File: src/rtl/nrc_pkg.sv
`timescale 1ns / 1ps

package nrc_pkg;

   // Request kinds carried on req_tuser
   typedef enum logic [1:0] {
      REQ_CHECK = 2'd0,
      REQ_ADD   = 2'd1,
      REQ_CLEAR = 2'd2,
      REQ_NONE  = 2'd3
   } nrc_req_type;

   // Fixed field widths on the stream ports
   localparam int TYPE_W      = 2;
   localparam int KEY_W       = 64;
   localparam int NOW_W       = 32;
   localparam int TTL_W       = 32;
   localparam int REQ_DATA_W  = 96;
   localparam int RSP_DATA_W  = 8;

   // Field positions in req_tdata
   localparam int KEY_LSB     = 0;
   localparam int NOW_LSB     = KEY_LSB + KEY_W;

   localparam logic [TTL_W-1:0] TTL_RESET = 32'd60;

   // Controller to datapath
   typedef struct packed {
      logic start;     // take the request fields, rewind the scan
      logic advance;   // step the read address
      logic eval;      // judge the entry whose data is on the read register
      logic exec;      // run add, clear or no-op
      logic load_rsp;  // move the result into the output register
   } nrc_cmd_type;

   // Datapath to controller
   typedef struct packed {
      logic hit;       // judged entry is live, unexpired and matches a nonzero key
      logic last;      // judged entry is the final one
   } nrc_status_type;

endpackage

File: src/rtl/nrc_ctrl.sv
`timescale 1ns / 1ps

module nrc_ctrl
   import nrc_pkg::*;
(
   input  logic           clock,
   input  logic           reset,
   input  logic           req_tvalid,
   output logic           req_tready,
   input  nrc_req_type    req_kind,
   output logic           rsp_tvalid,
   input  logic           rsp_tready,
   output nrc_cmd_type    cmd,
   input  nrc_status_type status
);

   typedef enum logic [4:0] {
      ST_IDLE   = 5'b00001,
      ST_PRIME  = 5'b00010,
      ST_SCAN   = 5'b00100,
      ST_EXEC   = 5'b01000,
      ST_FINISH = 5'b10000
   } state_type;

   state_type state_ff, state_in;
   logic      rsp_valid_ff, rsp_valid_in;
   logic      req_xfer;
   logic      rsp_free;

   assign req_tready = (state_ff == ST_IDLE);
   assign req_xfer   = req_tvalid && req_tready;
   assign rsp_free   = !rsp_valid_ff || rsp_tready;
   assign rsp_tvalid = rsp_valid_ff;

   always_comb begin
      state_in = state_ff;
      cmd      = '0;
      unique case (state_ff)
         ST_IDLE: begin
            if (req_xfer) begin
               cmd.start = 1'b1;
               state_in  = (req_kind == REQ_CHECK) ? ST_PRIME : ST_EXEC;
            end
         end
         ST_PRIME: begin
            cmd.advance = 1'b1;
            state_in    = ST_SCAN;
         end
         ST_SCAN: begin
            cmd.advance = 1'b1;
            cmd.eval    = 1'b1;
            if (status.hit || status.last) begin
               state_in = ST_FINISH;
            end
         end
         ST_EXEC: begin
            cmd.exec = 1'b1;
            state_in = ST_FINISH;
         end
         ST_FINISH: begin
            if (rsp_free) begin
               cmd.load_rsp = 1'b1;
               state_in     = ST_IDLE;
            end
         end
         default: begin
            state_in = ST_IDLE;
         end
      endcase
   end

   always_comb begin
      priority if (cmd.load_rsp) begin
         rsp_valid_in = 1'b1;
      end else if (rsp_tready) begin
         rsp_valid_in = 1'b0;
      end else begin
         rsp_valid_in = rsp_valid_ff;
      end
   end

   always_ff @(posedge clock) begin
      if (reset) begin
         state_ff     <= ST_IDLE;
         rsp_valid_ff <= 1'b0;
      end else begin
         state_ff     <= state_in;
         rsp_valid_ff <= rsp_valid_in;
      end
   end

endmodule

File: config.mk
export PLATFORM = sky130hd
export DESIGN_NAME = nrc_ctrl
export DESIGN_NICKNAME = d
export VERILOG_FILES = /design/src/rtl/nrc_pkg.sv /design/src/rtl/nrc_ctrl.sv
export SDC_FILE = /design/constraint.sdc
export NUM_CORES = 1
export LEC_CHECK = 0
export BUFFER_PORTS_ARGS = -buffer_cell sky130_fd_sc_hd__buf_2
export CORE_AREA = 3 3 40 42
export DETAILED_ROUTE_END_ITERATION = 12
export DIE_AREA = 0 0 43 45
export GPL_TIMING_DRIVEN = 0
export PLACE_DENSITY = 0.54
export SLEW_MARGIN = 40
export SYNTH_ARGS = -nofsm -noshare
export SYNTH_HDL_FRONTEND = slang
export SYNTH_SLANG_ARGS = --single-unit
File: constraint.sdc
create_clock -name clock -period 1.8 [get_ports clock]
set_input_delay 0.36 -clock clock [delete_from_list [all_inputs] [get_ports clock]]
set_output_delay 0.36 -clock clock [all_outputs]
set_load 0.01 [all_outputs]
==> impl_metrics.env <==
export IMPL_result_of_the_run="finished clean"
export IMPL_timing_final_crit_share=0.924
export IMPL_dominantRegCellSynth="sky130_fd_sc_hd__dfxtp_1"
export IMPL_grt_met3_usage=0.0637
export IMPL_cts_htree_levels=1
export IMPL_clock_power_share=0.306
export IMPL_grt_pass1_wl_mm=1.41
export IMPL_start_util=0.290
export IMPL_vias_per_cell=4.85
export IMPL_cts_root_buf="sky130_fd_sc_hd__clkbuf_4"
export IMPL_grt_use_total=0.101
export IMPL_syn_instance_count=46
export IMPL_core_area_sq_um=1280
export IMPL_gr_usage_met1=0.121
export IMPL_fraction_of_final_layout_cells_with_drive_strength_greater_than_1=0.381
export IMPL_floorplan_io_pins=15
export IMPL_timing_clock_skew_ps=1.58
export IMPL_dieHeight_um=45
export IMPL_top_cells_by_count_synth="6 x sky130_fd_sc_hd__dfxtp_1, 6 x sky130_fd_sc_hd__nor2_1, 3 x sky130_fd_sc_hd__and3_1, 3 x sky130_fd_sc_hd__nand2_1, 3 x sky130_fd_sc_hd__nand2b_1"
export IMPL_max_fo_critical_path=7
export IMPL_synth_top_cells_by_area="sky130_fd_sc_hd__dfxtp_1 32%, sky130_fd_sc_hd__nor2_1 6.0%, sky130_fd_sc_hd__and3_1 5.0%, sky130_fd_sc_hd__nand2b_1 5.0%, sky130_fd_sc_hd__a311oi_2 4.0%"
export IMPL_grt_antenna_before_repair=0
export IMPL_netlist_area_sq_um=373
export IMPL_nNetsFinal=73
export IMPL_synth_largest_area_cell="sky130_fd_sc_hd__dfxtp_1"
export IMPL_antenna_cells=0
export IMPL_setup_viol=0
export IMPL_crit_required_ps=1440
export IMPL_synth_ff_latch_count=6
export IMPL_static_leakage_power_nw=0.246
export IMPL_gp_routability_congestion=0.730
export IMPL_p_int_uw=282
export IMPL_grt_start_max_net_pins=8
export IMPL_dp_worst_setup_slack_ps=245
export IMPL_logic_pwr_share=0.286
export IMPL_grt_setup_unrepaired="true"
export IMPL_final_max_slew_violation_count=0
export IMPL_tightestPinTransition_ps=353
export IMPL_vdd_ir_drop_worst_uv=375
export IMPL_num_fill_cells=144
export IMPL_critPathLaunchType="flip-flop"
export IMPL_tritoncts="done"
export IMPL_grt_most_used_layer="met2"
export IMPL_power_share_sequential=0.407
export IMPL_rows=13
export IMPL_yosysWarningCount=0
export IMPL_total_switching_power_uw=121
export IMPL_p_per_area_nw_per_um2=803
export IMPL_via_count_of_the_first_global_routing_pass=351
export IMPL_drt_iter0_drc=1
export IMPL_syn_to_final_growth_pct=34.6
export IMPL_finalWirelength_um=808
export IMPL_wl_per_cell_um=10.4
export IMPL_placed_cells=75
export IMPL_switching_part_of_the_total_power=0.299
export IMPL_cts_setup_buffers=0
export IMPL_deepest_clock_path_buffer_count=2
export IMPL_timing_worst_setup_path_type="reg -> out"
export IMPL_hold_viol=0
export IMPL_crit_arrival_ps=1300
export IMPL_cts_sinks=6
export IMPL_port_buffer_cells=14
export IMPL_design_die_area_sq_um=1940
export IMPL_final_seq_area_sq_um=123
export IMPL_drtPass1Iterations=2
export IMPL_place_detailed_hpwl_um=646
export IMPL_route_detailed_drc=0
export IMPL_gr_usage_met2=0.147
export IMPL_achievable_frequency_ghz=0.601
export IMPL_post_layout_min_period_ps=1660
export IMPL_global_route_overflow_total=0
export IMPL_antenna_violating_nets_post_route=0
export IMPL_syn_num_nets=54
export IMPL_critPathCaptureType="output pin"
export IMPL_post_synth_num_cell_types=25
export IMPL_cts_hold_repair_buffers=0
export IMPL_total_area_of_multi_input_combinational_cells_sq_um=253
export IMPL_routed_via_count=378
export IMPL_syn_avg_cell_area_sq_um=8.11
export IMPL_dieWidth_um=43
export IMPL_ys_async_sr_fraction=0
export IMPL_synth_top_area_frac=0.322
export IMPL_fin_total_pwr_uw=403
export IMPL_clk_pin_slew_worst_setup_hold_paths_ps=40
export IMPL_instances_no_fill=78
export IMPL_hold_path_class="in -> reg"
export IMPL_worst_skew_pair_late_latency_ps=240
export IMPL_worst_slack_ps=137
export IMPL_max_cap_viol_count=0
export IMPL_seq_area_frac_synth=0.322
export IMPL_tritoncts_num_buffers=3
export IMPL_synth_edf_count=0
export IMPL_maxSlewHeadroom=0.763
sequential cells by signal, summed over array words and instances (netlist names):
register	count
rsp_tvalid	1
state_ff	5
layout make-up:
class                           instances  share of cell area
Multi-Input combinational cell         37               0.504
Buffer                                  1              0.0150
Clock buffer                            3              0.0449
Inverter                                2              0.0150
Sequential cell                         6               0.244
Timing Repair Buffer                   14               0.140
Tap cell                               15              0.0374
final timing paths:
kind	startpoint	endpoint	slack (ps)	cells after the start
hold / removal	reset	state_ff[2]	330	2
setup reg to reg	state_ff[1]	state_ff[0]	460	3
hold reg to reg	state_ff[0]	state_ff[2]	610	2
setup / recovery	state_ff[3]	cmd[2]	140	4
cells in the final DEF, fill, tap and decap left out, types with 2 or more instances in the layout:
| master | count |
|---|---|
| sky130_fd_sc_hd__buf_2 | 14 |
| sky130_fd_sc_hd__dfxtp_2 | 2 |
| sky130_fd_sc_hd__nor3_1 | 2 |
| sky130_fd_sc_hd__nor2_1 | 6 |
| sky130_fd_sc_hd__nand3_1 | 2 |
| sky130_fd_sc_hd__inv_1 | 2 |
| sky130_fd_sc_hd__and3_1 | 3 |
| sky130_fd_sc_hd__nand2b_1 | 3 |
| sky130_fd_sc_hd__nand2_1 | 3 |
| sky130_fd_sc_hd__dfxtp_1 | 4 |
| sky130_fd_sc_hd__clkbuf_4 | 3 |
| sky130_fd_sc_hd__nor2b_1 | 2 |
| sky130_fd_sc_hd__a21oi_1 | 2 |
through the flow:
stage	util	hold slack, ps	TNS [ps]	instance area (sq um)
floorplan	-	432	0	373
global placement	0.359	589	0	462
detailed placement	0.359	595	0	462
CTS	0.382	331	0	490
global route	0.390	335	-7.99	502
finish	0.390	330	0	502
worst max-delay path, stage by stage, from the launching register on:
cell                      delay (ps)
sky130_fd_sc_hd__dfxtp_1         370
sky130_fd_sc_hd__nor3_1          360
sky130_fd_sc_hd__nand2_1         140
sky130_fd_sc_hd__inv_1            70
sky130_fd_sc_hd__buf_2           120
routing by layer:
metal	share of wire	vias up	routed length [um]
li1	-	202	-
met5	0	-	0
met3	0.064	0	52
met4	0	0	0
met1	0.47	165	376
met2	0.47	11	380
logic make-up after synthesis:
logic type / Yosys count / synth area share
AND/OR/NAND/NOR: 28 / 0.426
AO/OA/AOI/OAI: 8 / 0.188
buffers and inverters: 3 / 0.0403
flip-flops: 6 / 0.322
XOR/XNOR: 1 / 0.0235
power groups by stage:
stage | Clock, mW | Combinational [mW] | Sequential (mW)
floorplan | 0 | 0.0777 | 0.158
global placement | 0 | 0.109 | 0.162
detailed placement | 0 | 0.109 | 0.162
CTS | 0.131 | 0.110 | 0.161
global route | 0.141 | 0.130 | 0.167
finish | 0.123 | 0.115 | 0.164
timing repair:
action	in CTS	in global routing
gates resized for setup	1	3
pin swaps	0	1
setup endpoints to repair	1	1
cloned	0	0
Power figures use the tool's default switching activity.
